<file path="config.mk">
export PLATFORM = sky130hd
export DESIGN_NAME = selective_repeat_receiver_core
export DESIGN_NICKNAME = d
export VERILOG_FILES = /design/src/hw/rtl/srr_pkg.sv /design/src/hw/rtl/selective_repeat_receiver_core.sv
export SDC_FILE = /design/constraint.sdc
export NUM_CORES = 1
export LEC_CHECK = 0
export BUFFER_PORTS_ARGS = -buffer_cell sky130_fd_sc_hd__buf_4
export CORE_MARGIN = 3
export CORE_UTILIZATION = 50
export DETAILED_ROUTE_END_ITERATION = 10
export PLACE_DENSITY = 0.67
export SLEW_MARGIN = 20
export SYNTH_ARGS = -nofsm -noshare
export SYNTH_HDL_FRONTEND = slang
export SYNTH_SLANG_ARGS = --single-unit
</file>
<file path="constraint.sdc">
create_clock -name clk -period 9.9 [get_ports clk]
set_input_delay 0.495 -clock clk [delete_from_list [all_inputs] [get_ports clk]]
set_output_delay 0.495 -clock clk [all_outputs]
set_load 0.005 [all_outputs]
</file>
<file path="src/hw/rtl/srr_pkg.sv">
// Shared types and constants for the selective repeat receiver core.
`timescale 1ns / 1ps

package srr_pkg;

  // Packet geometry of the sequence space.
  localparam int PKT_BYTES      = 972;
  localparam int WINDOW_DEFAULT = 5;

  // Field widths.
  localparam int SEQ_W   = 15;
  localparam int WRAP_W  = 16;
  localparam int HAND_W  = 16;
  localparam int BYTES_W = 10;
  localparam int NEXT_W  = 22;
  localparam int KIND_W  = 3;
  localparam int FIN_W   = 2;
  localparam int TYPE_W  = 2;

  // Index geometry: the dividend seq + wraps*30720 fits in 31 bits. Since
  // 972 = 4 * 243, the dividend is shifted right by two and multiplied by
  // ceil(2^37 / 243); the NEXT_W product bits from bit 37 up are the index.
  localparam int PROD_W    = WRAP_W + 4;
  localparam int DIV_W     = 31;
  localparam int RECIP_W   = 30;
  localparam logic [RECIP_W-1:0] RECIP_243 = 30'd565592402;
  localparam int QUO_SHIFT = 37;
  localparam int MULT_W    = DIV_W - 2 + RECIP_W;

  // Stream widths.
  localparam int S_DATA_W = 64;
  localparam int S_USER_W = 5;
  localparam int M_DATA_W = 64;
  localparam int M_USER_W = KIND_W;

  // Fin codes that change behavior.
  localparam logic [FIN_W-1:0] FIN_FINAL = 2'd1;
  localparam logic [FIN_W-1:0] FIN_SYN   = 2'd2;

  typedef enum logic [KIND_W-1:0] {
    KIND_ACK       = 3'd0,
    KIND_REACK     = 3'd1,
    KIND_SYN_ECHO  = 3'd2,
    KIND_DELIVER   = 3'd3,
    KIND_NOT_FOUND = 3'd4,
    KIND_CLOSE     = 3'd5
  } kind_t;

  typedef enum logic [3:0] {
    ST_IDLE,
    ST_MUL,
    ST_SUM,
    ST_DIV,
    ST_CMP,
    ST_ACK,
    ST_DELIVER,
    ST_REACK,
    ST_SYN,
    ST_NOT_FOUND,
    ST_CLOSE
  } state_t;

  // One result as it is loaded into the output register.
  typedef struct packed {
    logic                load;
    kind_t               kind;
    logic [SEQ_W-1:0]    seq;
    logic [WRAP_W-1:0]   wraps;
    logic [HAND_W-1:0]   handle;
    logic [BYTES_W-1:0]  bytes;
    logic                last;
  } result_t;

endpackage

</file>
<file path="src/hw/rtl/selective_repeat_receiver_core.sv">
// Top level of the selective repeat receiver: packet index divider, window slots, result sequencer.
`timescale 1ns / 1ps

// The block takes one received packet header per request on the s_ channel and
// returns the results it causes on the m_ channel, with m_tlast marking the
// last result of the header. Headers carry the error flag, fin code and packet
// type in s_tuser; the result kind travels in m_tuser.
//
// An error header or a SYN moves to its NOT_FOUND or SYN state, which loads
// its single result into the output register and returns to idle for the next
// header. Any other header first has its packet index (seq + wraps*30720)/972
// worked out in the MUL, SUM, DIV and CMP states: wraps*15 by shift and subtract,
// the sum, one reciprocal multiply by 1/243 of the dividend shifted right by two,
// and the window compare. Its first result, if any, is then loaded into the output
// register; further results (in-order deliveries, then a close) follow one per
// cycle while the downstream takes them, and the next header is taken once its
// results are out.
//
// Reset clears the window base, every slot valid bit and the session state.
// When the downstream stalls, the pending result holds in the output register
// and the sequencer waits; after a not-found or close result every header is
// accepted and dropped until reset.
module selective_repeat_receiver_core #(
  parameter int WINDOW = srr_pkg::WINDOW_DEFAULT
) (
  input  logic                          clk,
  input  logic                          rst,
  input  logic                          s_tvalid,
  output logic                          s_tready,
  // byte_sequence[14:0], wrap_count[30:15], payload_handle[46:31],
  // payload_bytes[56:47], zero fill above
  input  logic [srr_pkg::S_DATA_W-1:0]  s_tdata,
  // error_flag[0], fin_code[2:1], packet_type[4:3]
  input  logic [srr_pkg::S_USER_W-1:0]  s_tuser,
  output logic                          m_tvalid,
  input  logic                          m_tready,
  // ack_sequence[14:0], ack_wraps[30:15], deliver_handle[46:31],
  // deliver_bytes[56:47], zero fill above
  output logic [srr_pkg::M_DATA_W-1:0]  m_tdata,
  // result_kind[2:0]
  output logic [srr_pkg::M_USER_W-1:0]  m_tuser,
  output logic                          m_tlast
);

  localparam int SlotW = (WINDOW > 1) ? $clog2(WINDOW) : 1;

  srr_pkg::state_t state, state_next;

  // Latched header fields.
  logic [srr_pkg::SEQ_W-1:0]   in_seq;
  logic [srr_pkg::WRAP_W-1:0]  in_wraps;
  logic [srr_pkg::HAND_W-1:0]  in_handle;
  logic [srr_pkg::BYTES_W-1:0] in_bytes;
  logic [srr_pkg::FIN_W-1:0]   in_fin;

  // Index state: dq holds the dividend, then the packet index.
  logic [srr_pkg::PROD_W-1:0]    prod;
  logic [srr_pkg::DIV_W-1:0]     dq;
  logic [srr_pkg::MULT_W-1:0]    recip_prod;

  // Window state.
  logic [srr_pkg::NEXT_W-1:0]  next_expected;
  logic [WINDOW-1:0]           slot_valid;
  logic [srr_pkg::HAND_W-1:0]  slot_handle [WINDOW];
  logic [srr_pkg::BYTES_W-1:0] slot_bytes  [WINDOW];
  logic                        session_over;

  // Final packet test for the emit states.
  logic                        is_final;

  logic                        s_accept;
  logic                        out_free;
  logic                        in_err;
  logic [srr_pkg::FIN_W-1:0]   in_fin_w;
  logic [srr_pkg::SEQ_W-1:0]   in_seq_w;

  logic signed [31:0]          diff;
  logic                        in_window;
  logic                        behind;
  logic [SlotW-1:0]            slot_idx;
  logic [WINDOW-1:0]           valid_after;

  srr_pkg::result_t res;

  assign s_tready = (state == srr_pkg::ST_IDLE);
  assign s_accept = s_tvalid && s_tready;
  assign out_free = !m_tvalid || m_tready;
  assign in_err   = s_tuser[0];
  assign in_fin_w = s_tuser[2:1];
  assign in_seq_w = s_tdata[14:0];

  // Reciprocal multiply: dividend / 4 times ceil(2^37 / 243).
  assign recip_prod = {{srr_pkg::RECIP_W{1'b0}}, dq[srr_pkg::DIV_W-1:2]} *
                      {{(srr_pkg::DIV_W-2){1'b0}}, srr_pkg::RECIP_243};

  // Distance of the packet index from the window base.
  assign diff      = $signed({1'b0, dq}) - $signed({10'b0, next_expected});
  assign in_window = !diff[31] && (diff < 32'(WINDOW));
  assign behind    = diff[31] && (diff >= -32'(WINDOW));
  assign slot_idx  = diff[SlotW-1:0];

  // Valid bits as they stand after one slide of the window.
  assign valid_after = slot_valid >> 1;

  assign is_final = (in_fin == srr_pkg::FIN_FINAL);

  // Next state.
  always_comb begin
    state_next = state;
    case (state)
      srr_pkg::ST_IDLE: begin
        if (s_accept && !session_over) begin
          if (in_err) begin
            state_next = srr_pkg::ST_NOT_FOUND;
          end else if (in_seq_w == '0 && in_fin_w == srr_pkg::FIN_SYN) begin
            state_next = srr_pkg::ST_SYN;
          end else begin
            state_next = srr_pkg::ST_MUL;
          end
        end
      end
      srr_pkg::ST_MUL: state_next = srr_pkg::ST_SUM;
      srr_pkg::ST_SUM: state_next = srr_pkg::ST_DIV;
      srr_pkg::ST_DIV: state_next = srr_pkg::ST_CMP;
      srr_pkg::ST_CMP: begin
        if (in_window) begin
          state_next = srr_pkg::ST_ACK;
        end else if (behind) begin
          state_next = srr_pkg::ST_REACK;
        end else if (is_final) begin
          state_next = srr_pkg::ST_CLOSE;
        end else begin
          state_next = srr_pkg::ST_IDLE;
        end
      end
      srr_pkg::ST_ACK, srr_pkg::ST_DELIVER: begin
        if (out_free) begin
          if ((state == srr_pkg::ST_ACK) ? slot_valid[0] : valid_after[0]) begin
            state_next = srr_pkg::ST_DELIVER;
          end else if (is_final) begin
            state_next = srr_pkg::ST_CLOSE;
          end else begin
            state_next = srr_pkg::ST_IDLE;
          end
        end
      end
      srr_pkg::ST_REACK: begin
        if (out_free) begin
          state_next = is_final ? srr_pkg::ST_CLOSE : srr_pkg::ST_IDLE;
        end
      end
      srr_pkg::ST_SYN, srr_pkg::ST_NOT_FOUND, srr_pkg::ST_CLOSE: begin
        if (out_free) begin
          state_next = srr_pkg::ST_IDLE;
        end
      end
      default: state_next = srr_pkg::ST_IDLE;
    endcase
  end

  // Result selection for the output register.
  always_comb begin
    res        = '0;
    res.kind   = srr_pkg::KIND_ACK;
    case (state)
      srr_pkg::ST_ACK: begin
        res.load  = out_free;
        res.kind  = srr_pkg::KIND_ACK;
        res.seq   = in_seq;
        res.wraps = in_wraps;
        res.last  = !slot_valid[0] && !is_final;
      end
      srr_pkg::ST_DELIVER: begin
        res.load   = out_free;
        res.kind   = srr_pkg::KIND_DELIVER;
        res.handle = slot_handle[0];
        res.bytes  = slot_bytes[0];
        res.last   = !valid_after[0] && !is_final;
      end
      srr_pkg::ST_REACK: begin
        res.load  = out_free;
        res.kind  = srr_pkg::KIND_REACK;
        res.seq   = in_seq;
        res.wraps = in_wraps;
        res.last  = !is_final;
      end
      srr_pkg::ST_SYN: begin
        res.load  = out_free;
        res.kind  = srr_pkg::KIND_SYN_ECHO;
        res.seq   = in_seq;
        res.wraps = in_wraps;
        res.last  = 1'b1;
      end
      srr_pkg::ST_NOT_FOUND: begin
        res.load = out_free;
        res.kind = srr_pkg::KIND_NOT_FOUND;
        res.last = 1'b1;
      end
      srr_pkg::ST_CLOSE: begin
        res.load = out_free;
        res.kind = srr_pkg::KIND_CLOSE;
        res.last = 1'b1;
      end
      default: res.load = 1'b0;
    endcase
  end

  // Control registers.
  always_ff @(posedge clk) begin
    if (rst) begin
      state         <= srr_pkg::ST_IDLE;
      next_expected <= '0;
      slot_valid    <= '0;
      session_over  <= 1'b0;
      m_tvalid      <= 1'b0;
    end else begin
      state <= state_next;
      if (res.load) begin
        m_tvalid <= 1'b1;
      end else if (m_tready) begin
        m_tvalid <= 1'b0;
      end
      if (res.load && (state == srr_pkg::ST_NOT_FOUND || state == srr_pkg::ST_CLOSE)) begin
        session_over <= 1'b1;
      end
      if (state == srr_pkg::ST_CMP && in_window) begin
        slot_valid[slot_idx] <= 1'b1;
      end else if (state == srr_pkg::ST_DELIVER && res.load) begin
        slot_valid    <= valid_after;
        next_expected <= next_expected + srr_pkg::NEXT_W'(1);
      end
    end
  end

  // Payload registers: header latch, index unit, slot data and output data.
  always_ff @(posedge clk) begin
    if (s_accept) begin
      in_seq    <= in_seq_w;
      in_wraps  <= s_tdata[30:15];
      in_handle <= s_tdata[46:31];
      in_bytes  <= s_tdata[56:47];
      in_fin    <= in_fin_w;
    end
    // wraps*15, then shifted by 11 below to give wraps*30720.
    if (state == srr_pkg::ST_MUL) begin
      prod <= {in_wraps, 4'b0} - {4'b0, in_wraps};
    end
    if (state == srr_pkg::ST_SUM) begin
      dq <= {prod, 11'b0} + {16'b0, in_seq};
    end else if (state == srr_pkg::ST_DIV) begin
      dq <= {{(srr_pkg::DIV_W-srr_pkg::NEXT_W){1'b0}},
             recip_prod[srr_pkg::MULT_W-1:srr_pkg::QUO_SHIFT]};
    end
    if (state == srr_pkg::ST_CMP && in_window) begin
      slot_handle[slot_idx] <= in_handle;
      slot_bytes[slot_idx]  <= in_bytes;
    end else if (state == srr_pkg::ST_DELIVER && res.load) begin
      for (int i = 0; i < WINDOW - 1; i++) begin
        slot_handle[i] <= slot_handle[i + 1];
        slot_bytes[i]  <= slot_bytes[i + 1];
      end
    end
    if (res.load) begin
      m_tdata <= {7'b0, res.bytes, res.handle, res.wraps, res.seq};
      m_tuser <= res.kind;
      m_tlast <= res.last;
    end
  end

endmodule
</file>
# ---- Word level (Yosys, flattened, before mapping)
# Memory sizes are Yosys's and may differ from the RTL's. A register that Yosys moved wholly into a read port is not among the register bits.
# Index checks and enable logic that the tools add are counted.
dict set report word_totals {
  reg_bits 178
  ram_bits 130
  input_bits 73
  elab_cells 112
  n_memories 2
}
dict set report op_classes {
  add_sub_neg 4
  n_mul 1
  order_cmp 4
  eq_ne 16
  n_mux 34
  n_bitwise 2
  reduce_logical 34
}
# memory words width rd rd_ports_with_merged_regs write_ports line_no
set mem_list {}
lappend mem_list {slot_handle 5 16 5 1 4 selective_repeat_receiver_core.sv:64} ;# logic [srr_pkg::HAND_W-1:0] slot_handle [WINDOW];
lappend mem_list {slot_bytes 5 10 5 1 4 selective_repeat_receiver_core.sv:65} ;# logic [srr_pkg::BYTES_W-1:0] slot_bytes [WINDOW];
# op n
set ops {}
lappend ops {{2-to-1 mux 31 bit} 2}
lappend ops {{multiplier 29 x 29 -> 58 bit (second input constant)} 1}
lappend ops {{2-to-1 mux 4 bit} 10}
lappend ops {{greater-or-equal comparator 32 x 4 -> 1 bit (second input constant)} 1}
lappend ops {{< comparator 32 x 4 -> 1 bit (second input constant)} 1}
lappend ops {{case mux 4 bit (8 select lines)} 1}
lappend ops {{subtractor 31 x 22 -> 32 bit} 1}
lappend ops {{adder 31 x 15 -> 31 bit} 1}
lappend ops {{adder 22 x 1 -> 22 bit (second input constant)} 1}
lappend ops {{subtractor 20 x 16 -> 20 bit} 1}
lappend ops {{equality test 4 x 3 -> 1 bit (second input constant)} 4}
lappend ops {{2-to-1 mux 16 bit} 1}
lappend ops {{OR reduction 16 bit} 1}
lappend ops {{zero test 15 bit} 1}
lappend ops {{case mux 3 bit (5 select lines)} 1}
lappend ops {{equality test 4 bit (second input constant)} 3}
lappend ops {{2-to-1 mux 1 bit} 12}
lappend ops {{logical AND 1 bit} 11}
lappend ops {{2-to-1 mux 10 bit} 1}
lappend ops {{2-to-1 mux 5 bit} 2}
lappend ops {{OR reduction 10 bit} 1}
lappend ops {{equality test 4 x 2 -> 1 bit (second input constant)} 2}
lappend ops {{zero test 1 bit} 8}
lappend ops {{2-to-1 mux 3 bit} 2}
lappend ops {{other kinds (19)} 25}

# ---- Longest topological paths before layout
dict set report logic_depth {
  depth_word 9
  mapped_depth 25
  mapped_depth_nobuf 25
}

# ---- Worst setup path after synthesis
# No wires, ideal clock.
dict set report synth_timing {
  path_kind {flip-flop to flip-flop}
  start {register dq[9] (netlist name)}
  end {register dq[21] (netlist name), data pin}
  setup_ps 271
  arrival_time_ps 6880
  required_ps 9629
  path_slack_ps 2749
  stages_incl_launch_ff 24
  n_path_buf 0
  period_less_slack_ps 7151
  cell_sequence {edfxtp_1 ha_1 inv_1 fa_1 inv_1 fa_1 fa_1 fa_1 fa_1 fa_1 inv_1 fa_1 inv_1 ha_1 a21oi_1 o21ai_0 o311ai_0 a31oi_1 o211ai_1 a21oi_1 a2111oi_0 a21oi_1 xnor2_1 a21oi_1}
}
dict set report synth_via {
  elab_chain_len 3
}
# item line_no
set synth_rtl {}
lappend synth_rtl {{from (decl)} selective_repeat_receiver_core.sv:58} ;# logic [srr_pkg::DIV_W-1:0] dq;
lappend synth_rtl {{from (signal assigned)} selective_repeat_receiver_core.sv:249} ;# dq <= {prod, 11'b0} + {16'b0, in_seq};
lappend synth_rtl {{from (signal assigned)} selective_repeat_receiver_core.sv:251} ;# dq <= {{(srr_pkg::DIV_W-srr_pkg::NEXT_W){1'b0}},
lappend synth_rtl {{multiplier 29 x 29 -> 58 bit} selective_repeat_receiver_core.sv:93} ;# assign recip_prod = {{srr_pkg::RECIP_W{1'b0}}, dq[srr_pkg::DIV_W-1:2]} *
lappend synth_rtl {{2-to-1 mux 31 bit} selective_repeat_receiver_core.sv:250} ;# end else if (state == srr_pkg::ST_DIV) begin
lappend synth_rtl {{2-to-1 mux 31 bit} selective_repeat_receiver_core.sv:248} ;# if (state == srr_pkg::ST_SUM) begin
# No other way between the ends. The select of a mux whose other input is x is not followed.
# A chain may end at the register's enable or synchronous reset.

# ---- Final worst setup path
dict set report layout_timing {
  start {register dq[12] (netlist name)}
  end {register dq[20] (netlist name), data pin}
}
# Same word-level chain as after synthesis.

==> impl_metrics.csv <==
group,metric,value,unit
finish,leading_cell_types_in_the_layout_fill_and_taps_excluded,"inv_1 (456), ha_1 (393), nand2_1 (321)",
global_route,grt_antenna_before_repair,0,
job,drv_cap,0,
finish,fin_nets,3473,
finish,filler_instances,4739,
global_route,overflow,0,
floorplanning,chipWidth,242,microns
timing,timing.fmax,0.118,GHz
finish,final-instance-count-excl-fill,3536,
finish,sequential_cell_area,0.00970,sq mm
drt,num_vias,19300,
timing,hold_viol,0,
clock_tree,cts_tree,"yes",
finish,most_frequent_standard_cell_in_the_layout_excluding_fill_and_tap_cells,"inv_1",
timing,fin_skew,15.3,ps
timing,hold-worst-slack,136,ps
yosys,yosys.cell_types.count,103,
yosys,synth_warnings,0,
floorplanning,core,0.0545,sq mm
clock_tree,later_pin_clock_latency_in_the_skew_report,530,ps
drt,wl,68.2,mm
drt,drt_first_iter_violations,1230,
setup_path,crit_required,10170,ps
clock_tree,cts_num_sinks,334,
setup_path,worst-path-max-fanout,8,
floorplanning,dieArea,0.0586,sq mm
floorplanning,boundaryPins,143,
drt,drc_errors_left,0,
global_route,first_global_vias,20500,
global_route,grt_pass1_wl,110,mm
drt,detail_route.vias_per_cell,5.44,
floorplanning,initial_core_util,51.2,%
clock_tree,cts_bufs_inserted,34,
worst_hold_path,cells_on_worst_hold_path,1,
clock_tree,clockBufferDepth,3,
yosys,yosys_register_bits,334,
setup_path,critical_path_arrival,8760,ps
drt,drt_pre_antenna_iters,5,
setup_path,critPathCaptureType,"flop",
floorplanning,fp.dieH,242,microns
yosys,synthArstFlopShare,0,%
timing,post-route-min-period,8490,ps
setup_path,start_kind,"flop",
timing,setup_tns,0,ps
timing,finalWorstSetupSlack,1410,ps
timing,final-setup-viol-count,0,
yosys,mapped_cell_area,0.0279,sq mm
setup_path,critPathKind,"flop to flop",
clock_tree,cts_root_buf,"clkbuf_16",
clock_tree,cts_hold_buf,0,
global_route,grt.total_usage,23.6,%
setup_path,worst_reg_to_reg_cells,23,
finish,area_of_the_multi_input_gates,0.0163,sq mm
place,placement_stage_worst_setup_slack,1550,ps
timing,worst_slew_pin_slew,1010,ps
place,place.detailed.hpwl,53.8,mm
finish,syn2layout_area_growth,10.7,%
place,place_inst,3474,
yosys,dominant_synthesized_flop_cell,"edfxtp_1",
drt,wire_per_inst,19.3,microns
timing,maxSlewViolCount,0,
place,gp_routability_congestion,0.945,
global_route,grt_start_max_net_pins,73,
yosys,postSynthCellCount,2628,
yosys,avgSynthCellArea,10.6,sq um
yosys,synth_enable_flop_cells,301,
clock_tree,clk_pin_slew,70,ps
run_status,outcome,"complete, no violations",
place,port-buffer-count,126,
clock_tree,h-tree-depth,2,
floorplanning,floorplan.rows,85,
worst_hold_path,timing.hold.worst.class,"input port to flop",
timing,rsz0062_at_grt,"false",
clock_tree,post-cts-setup-buffer-count,0,
timing,slew-limit-headroom,32.4,%
clock_tree,post_cts.resized_instances,0,
drt,ant_nets,0,
finish,antenna_cells,0,
yosys,synth_seq_area_share,34.8,%
finish,drive_above_1_share,9.22,%
timing,final_min_period_over_clock_period,85.8,%
==> state kept, by name (all words and copies together), names as in the netlist <==
name and flops:
m_tvalid 1, m_tdata 57, slot_handle 80, next_expected 22, slot_bytes 50, in_bytes 10, slot_valid 5, prod 20
session_over 1, in_fin 2, in_handle 16, m_tuser 3, dq 31, m_tlast 1, in_seq 15, in_wraps 16
state 4
==> logic make-up (layout without fill, tap and decap cells) <==
| kind of cell | after synthesis | count (layout) | share of synthesized area (%) |
|---|---|---|---|
| and+or+nand+nor | 734 | 734 | 12.7 |
| adders and majority gates | 629 | 629 | 34.6 |
| buffers and inverters | 517 | 680 | 7.24 |
| DFF | 334 | 334 | 34.8 |
| AOI/OAI and AO/OA | 322 | 322 | 7.79 |
| xor gates and xnor gates | 86 | 86 | 2.70 |
| muxes | 5 | 5 | 0.202 |
| other | 1 | 7 | 0.0134 |
==> critical path, stage by stage, from the launching register on <==
cell	delay (ps)
edfxtp_1	690
ha_1	470
inv_1	70
fa_1	500
inv_1	60
fa_1	460
fa_1	580
fa_1	440
fa_1	540
fa_1	550
inv_1	50
fa_1	490
inv_1	40
ha_1	370
a21oi_1	160
o21ai_0	120
o311ai_0	670
a31oi_1	310
o211ai_1	240
a21oi_1	110
a2111oi_0	810
o21bai_1	170
xnor2_1	200
o21ai_0	110
==> metrics by stage <==
step | utilization (%) | cell area, sq um
after floorplan | - | 27900
after global placement | 54.8 | 29800
after detailed placement | 54.8 | 29800
after CTS | 56.7 | 30900
after global routing | 56.7 | 30900
final | 56.7 | 30900
==> cell usage after synthesis, types with 31 or more instances <==
| master | instances | area, sq um |
|---|---|---|
| nand2_1 | 321 | 1200 |
| clkbuf_1 | 40 | 150 |
| xnor2_1 | 64 | 561 |
| inv_1 | 456 | 1710 |
| nor3_1 | 45 | 225 |
| nand3_1 | 36 | 180 |
| a21o_1 | 31 | 233 |
| nor2b_1 | 37 | 231 |
| a21oi_1 | 78 | 390 |
| and2_1 | 47 | 294 |
| dfxtp_1 | 33 | 661 |
| edfxtp_1 | 301 | 9040 |
| ha_1 | 393 | 4920 |
| nor2_1 | 117 | 439 |
| o21ai_0 | 64 | 320 |
| fa_1 | 236 | 4720 |
==> final cells by class <==
| class | instances | area share, % |
|---|---|---|
| multi-input cells | 1783 | 52.7 |
| flip-flops and latches | 334 | 31.4 |
| inverters | 456 | 5.54 |
| repair buffers | 162 | 3.94 |
| clock buffers | 49 | 3.00 |
| well taps | 739 | 2.99 |
| clock inverters | 13 | 0.450 |
==> final timing paths <==
path / from / end / slack, ps
hold reg to reg: in_handle[10] / slot_handle[4][10] / 450
setup / recovery: dq[12] / dq[20] / 1410
hold / removal: s_tdata[43] / in_handle[12] / 140
setup reg to reg: dq[12] / dq[20] / 1410
==> layer usage <==
layer  global-route usage, %  share of wire (%)  vias up
met2                    40.0                 48      546
met1                    31.9                 44     9432
li1                        -                  -     9157
met3                    2.59                5.1      115
met5                       0                  0        -
met4                    7.94                3.4        0
Power is not shown: default switching activity piles up to over one toggle a cycle in this logic, so the estimate is an artifact.
